## config.mk

```make
export PLATFORM = sky130hd
export DESIGN_NAME = skyline_atlas_allocator
export DESIGN_NICKNAME = d
export VERILOG_FILES = /design/src/hdl/skya_pkg.sv /design/src/hdl/skyline_atlas_allocator.sv /design/src/hdl/skya_ram.sv /design/src/hdl/skya_dp.sv /design/src/hdl/skya_ctrl.sv
export SDC_FILE = /design/constraint.sdc
export NUM_CORES = 2
export LEC_CHECK = 0
export BUFFER_PORTS_ARGS = -buffer_cell sky130_fd_sc_hd__buf_2
export CAP_MARGIN = 10
export CORE_MARGIN = 10
export CORE_UTILIZATION = 40
export DETAILED_ROUTE_END_ITERATION = 16
export PLACE_DENSITY = 0.56
export SYNTH_ARGS = -nofsm -noshare
export SYNTH_HDL_FRONTEND = slang
export SYNTH_MEMORY_MAX_BITS = 65536
export SYNTH_SLANG_ARGS = --single-unit
```

## constraint.sdc

```tcl
create_clock -name clk -period 14.1 [get_ports clk]
set_input_delay 0.705 -clock clk [delete_from_list [all_inputs] [get_ports clk]]
set_output_delay 0.705 -clock clk [all_outputs]
set_load 0.005 [all_outputs]
```

## src/hdl/skya_pkg.sv

```systemverilog
// shared types and constants for the skyline atlas allocator
// depends on nothing; every other file but skya_ram imports it
package skya_pkg;

    // default geometry of one atlas page and the page budget
    localparam int PAGE_WIDTH_DEF  = 256;
    localparam int PAGE_HEIGHT_DEF = 256;
    localparam int PAGES_DEF       = 256;

    // one request beat
    typedef struct packed {
        logic [8:0] req_width;
        logic [8:0] req_height;
    } req_t;

    // one result beat
    typedef struct packed {
        logic       ok;
        logic [7:0] page;
        logic [7:0] pos_x;
        logic [7:0] pos_y;
        logic       new_page;
    } res_t;

    // commands from the controller to the datapath
    typedef struct packed {
        logic load;
        logic fwd_start;
        logic fwd_step;
        logic bwd_start;
        logic bwd_step;
        logic new_page;
        logic wr_start;
        logic wr_step;
        logic res_load;
        logic res_ok;
    } cmd_t;

    // status from the datapath to the controller
    typedef struct packed {
        logic bad_size;
        logic no_page_open;
        logic idx_last;
        logic idx_first;
        logic fit;
        logic pages_full;
        logic wr_last;
    } sts_t;

endpackage

```

## src/hdl/skyline_atlas_allocator.sv

```systemverilog
// Skyline atlas allocator: places one width x height rectangle per request on the current
// atlas page and answers with ok, page, pos_x, pos_y and new_page. A request refused for
// size goes straight to its result. One with no page open opens a page; any other makes
// two passes over the column-height ram, one column read per cycle, then opens a fresh page
// if it has to and the budget allows. Each placed rectangle is written one column per cycle.
// One request is worked at a time; a new one is taken while the last result waits in the
// output register. No clearing pass is needed after reset: a fill count marks the columns
// written on the open page, and columns past it read as empty.
// top level: joins skya_ctrl and skya_dp; depends on skya_pkg
module skyline_atlas_allocator #(
    parameter int PAGE_WIDTH  = skya_pkg::PAGE_WIDTH_DEF,
    parameter int PAGE_HEIGHT = skya_pkg::PAGE_HEIGHT_DEF,
    parameter int PAGES       = skya_pkg::PAGES_DEF
) (
    input  logic           clk,
    input  logic           rst_n,
    input  logic           in_valid,
    output logic           in_ready,
    input  skya_pkg::req_t in_data,
    output logic           out_valid,
    input  logic           out_ready,
    output skya_pkg::res_t out_data
);
    import skya_pkg::*;

    cmd_t cmd;
    sts_t sts;

    // sequencer
    skya_ctrl u_ctrl (
        .clk       (clk),
        .rst_n     (rst_n),
        .in_valid  (in_valid),
        .in_ready  (in_ready),
        .out_valid (out_valid),
        .out_ready (out_ready),
        .sts       (sts),
        .cmd       (cmd)
    );

    // skyline storage and search
    skya_dp #(
        .PAGE_WIDTH  (PAGE_WIDTH),
        .PAGE_HEIGHT (PAGE_HEIGHT),
        .PAGES       (PAGES)
    ) u_dp (
        .clk      (clk),
        .rst_n    (rst_n),
        .in_data  (in_data),
        .cmd      (cmd),
        .sts      (sts),
        .out_data (out_data)
    );

endmodule

```

## src/hdl/skya_ram.sv

```systemverilog
// generic single-port-write, single-port-read ram with registered read
// depends on nothing
module skya_ram #(
    parameter int WIDTH = 9,
    parameter int DEPTH = 256
) (
    input  logic                     clk,
    input  logic                     we,
    input  logic [$clog2(DEPTH)-1:0] waddr,
    input  logic [WIDTH-1:0]         wdata,
    input  logic [$clog2(DEPTH)-1:0] raddr,
    output logic [WIDTH-1:0]         rdata
);

    logic [WIDTH-1:0] mem [DEPTH];

    // write port and registered read port
    always_ff @(posedge clk)
    begin
        if (we)
        begin
            mem[waddr] <= wdata;
        end
        rdata <= mem[raddr];
    end

endmodule

```

## src/hdl/skya_dp.sv

```systemverilog
// datapath: skyline column ram, block-max scratch ram, window search and result register
// depends on skya_pkg and skya_ram
module skya_dp #(
    parameter int PAGE_WIDTH  = skya_pkg::PAGE_WIDTH_DEF,
    parameter int PAGE_HEIGHT = skya_pkg::PAGE_HEIGHT_DEF,
    parameter int PAGES       = skya_pkg::PAGES_DEF
) (
    input  logic           clk,
    input  logic           rst_n,
    input  skya_pkg::req_t in_data,
    input  skya_pkg::cmd_t cmd,
    output skya_pkg::sts_t sts,
    output skya_pkg::res_t out_data
);
    import skya_pkg::*;

    localparam int AW   = $clog2(PAGE_WIDTH);
    localparam int CH_W = $clog2(PAGE_HEIGHT + 1);
    localparam int EW   = AW + 2;
    localparam int FW   = ((CH_W > 9) ? CH_W : 9) + 1;
    localparam int PU_W = ($clog2(PAGES + 1) > 1) ? $clog2(PAGES + 1) : 1;

    localparam logic [AW-1:0]   IDX_MAX = AW'(PAGE_WIDTH - 1);
    localparam logic [CH_W-1:0] PH      = CH_W'(PAGE_HEIGHT);

    req_t            req_reg,   req_next;
    logic            fresh_reg, fresh_next;
    logic [AW-1:0]   idx_reg,   idx_next;
    logic [AW-1:0]   off_reg,   off_next;
    logic [AW:0]     rem_reg,   rem_next;
    logic [AW:0]     fill_reg,  fill_next;
    logic [PU_W-1:0] pages_reg, pages_next;
    logic [CH_W-1:0] best_reg,  best_next;
    logic [AW-1:0]   bestx_reg, bestx_next;
    logic [CH_W-1:0] run_reg,   run_next;
    logic            fvld_reg,  fvld_next;
    logic            bvld_reg,  bvld_next;
    logic            rst_d_reg, rst_d_next;
    logic [AW-1:0]   idxd_reg,  idxd_next;
    logic            win_reg,   win_next;
    res_t            res_reg,   res_next;

    logic [AW-1:0]   wm1;
    logic [EW-1:0]   tail;
    logic [EW-1:0]   span_end;
    logic            win_now;
    logic [CH_W-1:0] col_rd;
    logic [CH_W-1:0] aux_rd;
    logic [CH_W-1:0] col_val;
    logic [CH_W-1:0] run_new;
    logic [CH_W-1:0] win_max;
    logic [CH_W-1:0] raise;

    // column heights; entries at or beyond the fill count read as empty
    skya_ram #(.WIDTH(CH_W), .DEPTH(PAGE_WIDTH)) u_col_ram (
        .clk   (clk),
        .we    (cmd.wr_step),
        .waddr (idx_reg),
        .wdata (raise),
        .raddr (idx_reg),
        .rdata (col_rd)
    );

    // prefix maxima inside each block of req_width columns
    skya_ram #(.WIDTH(CH_W), .DEPTH(PAGE_WIDTH)) u_aux_ram (
        .clk   (clk),
        .we    (fvld_reg),
        .waddr (idxd_reg),
        .wdata (run_new),
        .raddr (tail[AW-1:0]),
        .rdata (aux_rd)
    );

    // window geometry on the issue side
    always_comb
    begin
        wm1      = AW'(req_reg.req_width - 9'd1);
        tail     = EW'(idx_reg) + EW'(req_reg.req_width) - EW'(1);
        win_now  = (tail < EW'(PAGE_WIDTH));
        span_end = EW'(bestx_reg) + EW'(req_reg.req_width);
        raise    = CH_W'(FW'(best_reg) + FW'(req_reg.req_height));
    end

    // read stage: running block max and window max
    always_comb
    begin
        col_val = ((AW + 1)'(idxd_reg) < fill_reg) ? col_rd : '0;
        if (rst_d_reg)
        begin
            run_new = col_val;
        end
        else
        begin
            run_new = (col_val > run_reg) ? col_val : run_reg;
        end
        win_max = (run_new > aux_rd) ? run_new : aux_rd;
    end

    // status to the controller
    always_comb
    begin
        sts.bad_size     = (req_reg.req_width == 9'd0) || (req_reg.req_height == 9'd0) ||
                           (32'(req_reg.req_width) > 32'(PAGE_WIDTH)) ||
                           (32'(req_reg.req_height) > 32'(PAGE_HEIGHT));
        sts.no_page_open = (pages_reg == '0);
        sts.idx_last     = (idx_reg == IDX_MAX);
        sts.idx_first    = (idx_reg == '0);
        sts.fit          = (FW'(best_reg) + FW'(req_reg.req_height) <= FW'(PAGE_HEIGHT));
        sts.pages_full   = (32'(pages_reg) >= 32'(PAGES));
        sts.wr_last      = (rem_reg == (AW + 1)'(1));
    end

    // next-state logic for the datapath registers
    always_comb
    begin
        req_next   = req_reg;
        fresh_next = fresh_reg;
        idx_next   = idx_reg;
        off_next   = off_reg;
        rem_next   = rem_reg;
        fill_next  = fill_reg;
        pages_next = pages_reg;
        best_next  = best_reg;
        bestx_next = bestx_reg;
        run_next   = run_reg;
        res_next   = res_reg;
        fvld_next  = cmd.fwd_step;
        bvld_next  = cmd.bwd_step;
        idxd_next  = idx_reg;
        win_next   = win_now;
        if (cmd.fwd_step)
        begin
            rst_d_next = (off_reg == '0);
        end
        else
        begin
            rst_d_next = (idx_reg == IDX_MAX) || (off_reg == wm1);
        end

        if (cmd.load)
        begin
            req_next   = in_data;
            fresh_next = 1'b0;
        end

        // forward pass: ascending, blocks start where the offset is zero
        if (cmd.fwd_start)
        begin
            idx_next = '0;
            off_next = '0;
        end
        if (cmd.fwd_step)
        begin
            idx_next = AW'(idx_reg + 1'b1);
            off_next = (off_reg == wm1) ? '0 : AW'(off_reg + 1'b1);
        end

        // backward pass: descending, same block partition
        if (cmd.bwd_start)
        begin
            idx_next   = IDX_MAX;
            off_next   = (off_reg == '0) ? wm1 : AW'(off_reg - 1'b1);
            best_next  = PH;
            bestx_next = '0;
        end
        if (cmd.bwd_step)
        begin
            idx_next = AW'(idx_reg - 1'b1);
            off_next = (off_reg == '0) ? wm1 : AW'(off_reg - 1'b1);
        end

        if (fvld_reg || bvld_reg)
        begin
            run_next = run_new;
        end
        // right to left, so ties move the pick leftward
        if (bvld_reg && win_reg && (win_max < PH) && (win_max <= best_reg))
        begin
            best_next  = win_max;
            bestx_next = idxd_reg;
        end

        // write-back setup on the current page
        if (cmd.wr_start)
        begin
            idx_next = bestx_reg;
            rem_next = (AW + 1)'(req_reg.req_width);
            if (span_end > EW'(fill_reg))
            begin
                fill_next = (AW + 1)'(span_end);
            end
        end

        // fresh page: skyline empties, rectangle goes to the left edge
        if (cmd.new_page)
        begin
            pages_next = PU_W'(pages_reg + 1'b1);
            fill_next  = (AW + 1)'(req_reg.req_width);
            best_next  = '0;
            bestx_next = '0;
            fresh_next = 1'b1;
            idx_next   = '0;
            rem_next   = (AW + 1)'(req_reg.req_width);
        end

        if (cmd.wr_step)
        begin
            idx_next = AW'(idx_reg + 1'b1);
            rem_next = (AW + 1)'(rem_reg - 1'b1);
        end

        // result register
        if (cmd.res_load)
        begin
            if (cmd.res_ok)
            begin
                res_next.ok       = 1'b1;
                res_next.page     = 8'(pages_reg - 1'b1);
                res_next.pos_x    = 8'(bestx_reg);
                res_next.pos_y    = 8'(best_reg);
                res_next.new_page = fresh_reg;
            end
            else
            begin
                res_next = '0;
            end
        end
    end

    // control registers
    always_ff @(posedge clk or negedge rst_n)
    begin
        if (!rst_n)
        begin
            pages_reg <= '0;
            fill_reg  <= '0;
            fvld_reg  <= 1'b0;
            bvld_reg  <= 1'b0;
        end
        else
        begin
            pages_reg <= pages_next;
            fill_reg  <= fill_next;
            fvld_reg  <= fvld_next;
            bvld_reg  <= bvld_next;
        end
    end

    // payload registers
    always_ff @(posedge clk)
    begin
        req_reg   <= req_next;
        fresh_reg <= fresh_next;
        idx_reg   <= idx_next;
        off_reg   <= off_next;
        rem_reg   <= rem_next;
        best_reg  <= best_next;
        bestx_reg <= bestx_next;
        run_reg   <= run_next;
        rst_d_reg <= rst_d_next;
        idxd_reg  <= idxd_next;
        win_reg   <= win_next;
        res_reg   <= res_next;
    end

    assign out_data = res_reg;

endmodule

```

## src/hdl/skya_ctrl.sv

```systemverilog
// controller: sequences size check, two skyline passes, page open and write-back
// depends on skya_pkg
module skya_ctrl (
    input  logic           clk,
    input  logic           rst_n,
    input  logic           in_valid,
    output logic           in_ready,
    output logic           out_valid,
    input  logic           out_ready,
    input  skya_pkg::sts_t sts,
    output skya_pkg::cmd_t cmd
);
    import skya_pkg::*;

    typedef enum logic [3:0] {
        S_IDLE,
        S_CHECK,
        S_FWD,
        S_FDRAIN,
        S_BWD,
        S_BDRAIN,
        S_DECIDE,
        S_NEWPG,
        S_WRITE,
        S_RESULT
    } state_t;

    state_t state_reg, state_next;
    logic   ok_reg,    ok_next;
    logic   ovld_reg,  ovld_next;

    // next state and commands
    always_comb
    begin
        state_next = state_reg;
        ok_next    = ok_reg;
        ovld_next  = ovld_reg && !out_ready;
        cmd        = '0;
        in_ready   = 1'b0;
        case (state_reg)
            S_IDLE:
            begin
                in_ready = 1'b1;
                if (in_valid)
                begin
                    cmd.load   = 1'b1;
                    state_next = S_CHECK;
                end
            end
            S_CHECK:
            begin
                if (sts.bad_size)
                begin
                    ok_next    = 1'b0;
                    state_next = S_RESULT;
                end
                else if (sts.no_page_open)
                begin
                    state_next = S_NEWPG;
                end
                else
                begin
                    cmd.fwd_start = 1'b1;
                    state_next    = S_FWD;
                end
            end
            S_FWD:
            begin
                cmd.fwd_step = 1'b1;
                if (sts.idx_last)
                begin
                    state_next = S_FDRAIN;
                end
            end
            S_FDRAIN:
            begin
                cmd.bwd_start = 1'b1;
                state_next    = S_BWD;
            end
            S_BWD:
            begin
                cmd.bwd_step = 1'b1;
                if (sts.idx_first)
                begin
                    state_next = S_BDRAIN;
                end
            end
            S_BDRAIN:
            begin
                state_next = S_DECIDE;
            end
            S_DECIDE:
            begin
                if (sts.fit)
                begin
                    cmd.wr_start = 1'b1;
                    state_next   = S_WRITE;
                end
                else if (sts.pages_full)
                begin
                    ok_next    = 1'b0;
                    state_next = S_RESULT;
                end
                else
                begin
                    state_next = S_NEWPG;
                end
            end
            S_NEWPG:
            begin
                cmd.new_page = 1'b1;
                state_next   = S_WRITE;
            end
            S_WRITE:
            begin
                cmd.wr_step = 1'b1;
                if (sts.wr_last)
                begin
                    ok_next    = 1'b1;
                    state_next = S_RESULT;
                end
            end
            S_RESULT:
            begin
                if (!ovld_reg || out_ready)
                begin
                    cmd.res_load = 1'b1;
                    cmd.res_ok   = ok_reg;
                    ovld_next    = 1'b1;
                    state_next   = S_IDLE;
                end
            end
            default:
            begin
                state_next = S_IDLE;
            end
        endcase
    end

    // state and registered outputs
    always_ff @(posedge clk or negedge rst_n)
    begin
        if (!rst_n)
        begin
            state_reg <= S_IDLE;
            ok_reg    <= 1'b0;
            ovld_reg  <= 1'b0;
        end
        else
        begin
            state_reg <= state_next;
            ok_reg    <= ok_next;
            ovld_reg  <= ovld_next;
        end
    end

    assign out_valid = ovld_reg;

endmodule

```

==> key figures <==
CTS
  • Clock tree root buffer cell: clkbuf_16
  • H-tree Lvls: 5
  • Clk_lat worst skew: 1030 ps
  • CTS clk-pin slew, worst paths: 60 ps
  • Num CTS Buffers: 471
  • Sink Count: 4758
  • CTS tree: yes
  • Longest Clk Path Bufs: 4

STA
  • Period Utilization, post-route: 64.9%
  • Slew Limit Headroom: 15.3%
  • Worst slew pin tran: 1270 ps
  • Maximum clock frequency: 0.109 GHz
  • Final hold vios: 0
  • Final Max Tran Viols: 0
  • Clk_skew: 59.5 ps
  • Setup TNS: 0 ps
  • Final min period: 9150 ps
  • Final setup violation count: 0
  • RSZ-0062 raised after global routing: false

Cells and area
  • Non-Filler Instances: 15503
  • Most common cell after layout, fill and taps aside: edfxtp_1
  • Synth-to-layout area growth: 12.4%
  • Fillcell total: 38888
  • Share of cells above drive strength 1: 25.9%
  • Reg area: 0.142 mm²
  • Fin nets: 8996
  • Most frequent cells in the layout: edfxtp_1, mux4_2, nor2_1, clkbuf_16, nand2_1
  • Footprint of the multi-input gates: 0.0426 mm²

Floorplan
  • Chip width: 704 µm
  • Die Y: 704 µm
  • Starting density of the core: 40.1%
  • IO Pins: 50
  • Core area: 0.467 mm²
  • Row count: 251
  • Die area: 0.496 mm²

Yosys
  • Synth warn: 0
  • Synth top area cells: edfxtp_1, mux4_2, nor2_1, ha_1, nand2_1
  • Syn Inst Count: 8621
  • Synth Area per Inst: 21.7 µm²
  • Synth Cell Area: 0.187 mm²
  • Post-synth top area share: 75.2%
  • Primary FF master, synth: edfxtp_1
  • Syn_nets: 8735
  • Post-synthesis cell type count: 80
  • Ys async rst share: 0.546%
  • Number of flops mapped to enable cells by yosys: 4686
  • Sequential area share after synthesis: 76.0%
  • Yosys top cell by area: edfxtp_1
  • Seq cells post-synth: 4758

Placed design
  • Dpl cells: 14584
  • GPL Wtd Cong: 0.836
  • Port bufs: 49
  • Final HPWL DP: 298 mm

Detailed routing
  • Drt total wl: 502 mm
  • Vias: 90256
  • Initial drt markers: 10172
  • DRC viols: 0
  • Via density: 5.82
  • Routed Antenna Nets: 0
  • Routed WL per cell: 32.4 µm
  • Pre-Repair DR Iteration Count: 5

Global routing
  • First-pass GRT wire length: 714 mm
  • Global-route usage over all layers: 19.7%
  • Largest net degree at the start of global routing: 193
  • Overflow after GRT: 0
  • Initial antenna violation count: 16
  • Vias in the first global route: 91972

Flow run
  • Max-cap viol count: 0

Min path
  • Hold Path Cell Cnt: 3
  • Hold Crit Start: out_ready
  • Hold crit path type: input pin to flip-flop
  • Worst Hold Path EP: u_ctrl.out_valid

Critical path
  • Crit Path Class: flip-flop to flip-flop
  • Crit-path max FO: 102
  • Most used cell, CP: ha_1
  • Critical Path Source Type: flip-flop
  • Register-to-Register Path Depth: 31
  • Nature of the critical path endpoint: flip-flop
  • Crit path DAT: 10020 ps
  • R2r startpoint: u_dp.idxd_reg[1]
  • Flop-to-flop setup slack: 4950 ps
  • CP required: 14970 ps
  • Crit-path slowest cell: a21o_4
  • Worst reg2reg endpoint: u_dp.best_reg[3]
  • CP peak stage delay: 960 ps

Run status
  • Status: finished clean
[worst max path at each step]
stage | from | to | cells after the start
CTS | u_dp.idxd_reg[1] | u_dp.best_reg[3] | 31
finish | u_dp.idxd_reg[1] | u_dp.best_reg[3] | 31
global placement | u_dp.idxd_reg[1] | u_dp.bestx_reg[3] | 31
global route | u_dp.idxd_reg[1] | u_dp.best_reg[3] | 31
floorplan | u_dp.best_reg[0] | u_dp.idx_reg[3] | 10
detailed placement | u_dp.idxd_reg[1] | u_dp.best_reg[3] | 31
[cells in the mapped netlist (28+ instances only)]
cell	count
inv_1	93
xnor2_1	41
mux4_2	1394
a21oi_1	61
ha_1	89
buf_1	42
buf_4	74
mux2i_1	93
xor2_1	28
dfxtp_1	46
and3_1	54
edfxtp_1	4686
nor3_1	45
nand2_1	284
clkbuf_1	230
nor2_1	632
nand4_1	34
nand3_1	100
buf_2	118
o21ai_0	61
[layer usage]
metal | wire length (µm) | global-route usage [%] | share of wire, %
met5 | 27 | 0 | 0.0054
met4 | 17000 | 6.14 | 3.4
met3 | 36100 | 3.51 | 7.2
met2 | 247000 | 32.5 | 49
met1 | 202000 | 26.8 | 40
[layout make-up]
cell class	instances	share of cell area, %
diodes	10	0.0119
clock buffers	574	5.86
inverters	99	0.187
multi-input cells	3281	20.2
flip-flops and latches	4758	67.6
well taps	6198	3.68
repair buffers	271	1.06
clock inverters	312	1.40
[stage by stage]
| step | hold WS (ps) | utilization, % | instance area, µm² | setup WS, ps |
|---|---|---|---|---|
| 2_1_floorplan | 343 | - | 187000 | 3580 |
| 3_3_place_gp | 497 | 41.8 | 195000 | 5310 |
| 3_5_place_dp | 484 | 41.8 | 195000 | 5180 |
| 4_1_cts | 84.3 | 45.1 | 210000 | 5140 |
| 5_1_grt | 106 | 45.1 | 210000 | 4370 |
| 6_report | 157 | 45.1 | 211000 | 4950 |
[worst max-delay path, delay by kind of cell, from the launching register on]
| kind | cells | cell delay (ps) |
|---|---|---|
| and+or+nand+nor | 10 | 2700 |
| DFF | 1 | 760 |
| adders and majority gates | 4 | 1180 |
| AOI/OAI and AO/OA | 17 | 4340 |
[timing repair]
action,4_1_cts,5_1_grt
hold endpoints to repair,44,0
buffers inserted,0,0
gates resized for setup,0,0
hold buffers,19,0
[cells by family (layout without fill, tap and decap cells)]
family	count (synthesis)	after routing	share of synthesized area [%]
flip-flops	4758	4758	76.0
multiplexers	1493	1493	17.3
AND/OR/NAND/NOR	1244	1244	2.85
buffers and inverters	582	1256	1.47
AO/OA/AOI/OAI	382	382	1.42
adder cells (fa/ha/maj)	92	92	0.627
XOR/XNOR	70	70	0.331
other	0	10	0
Power is left out: the tool's default activity adds up to more than one toggle a clock period on the data nets, which glitch-free logic cannot reach.
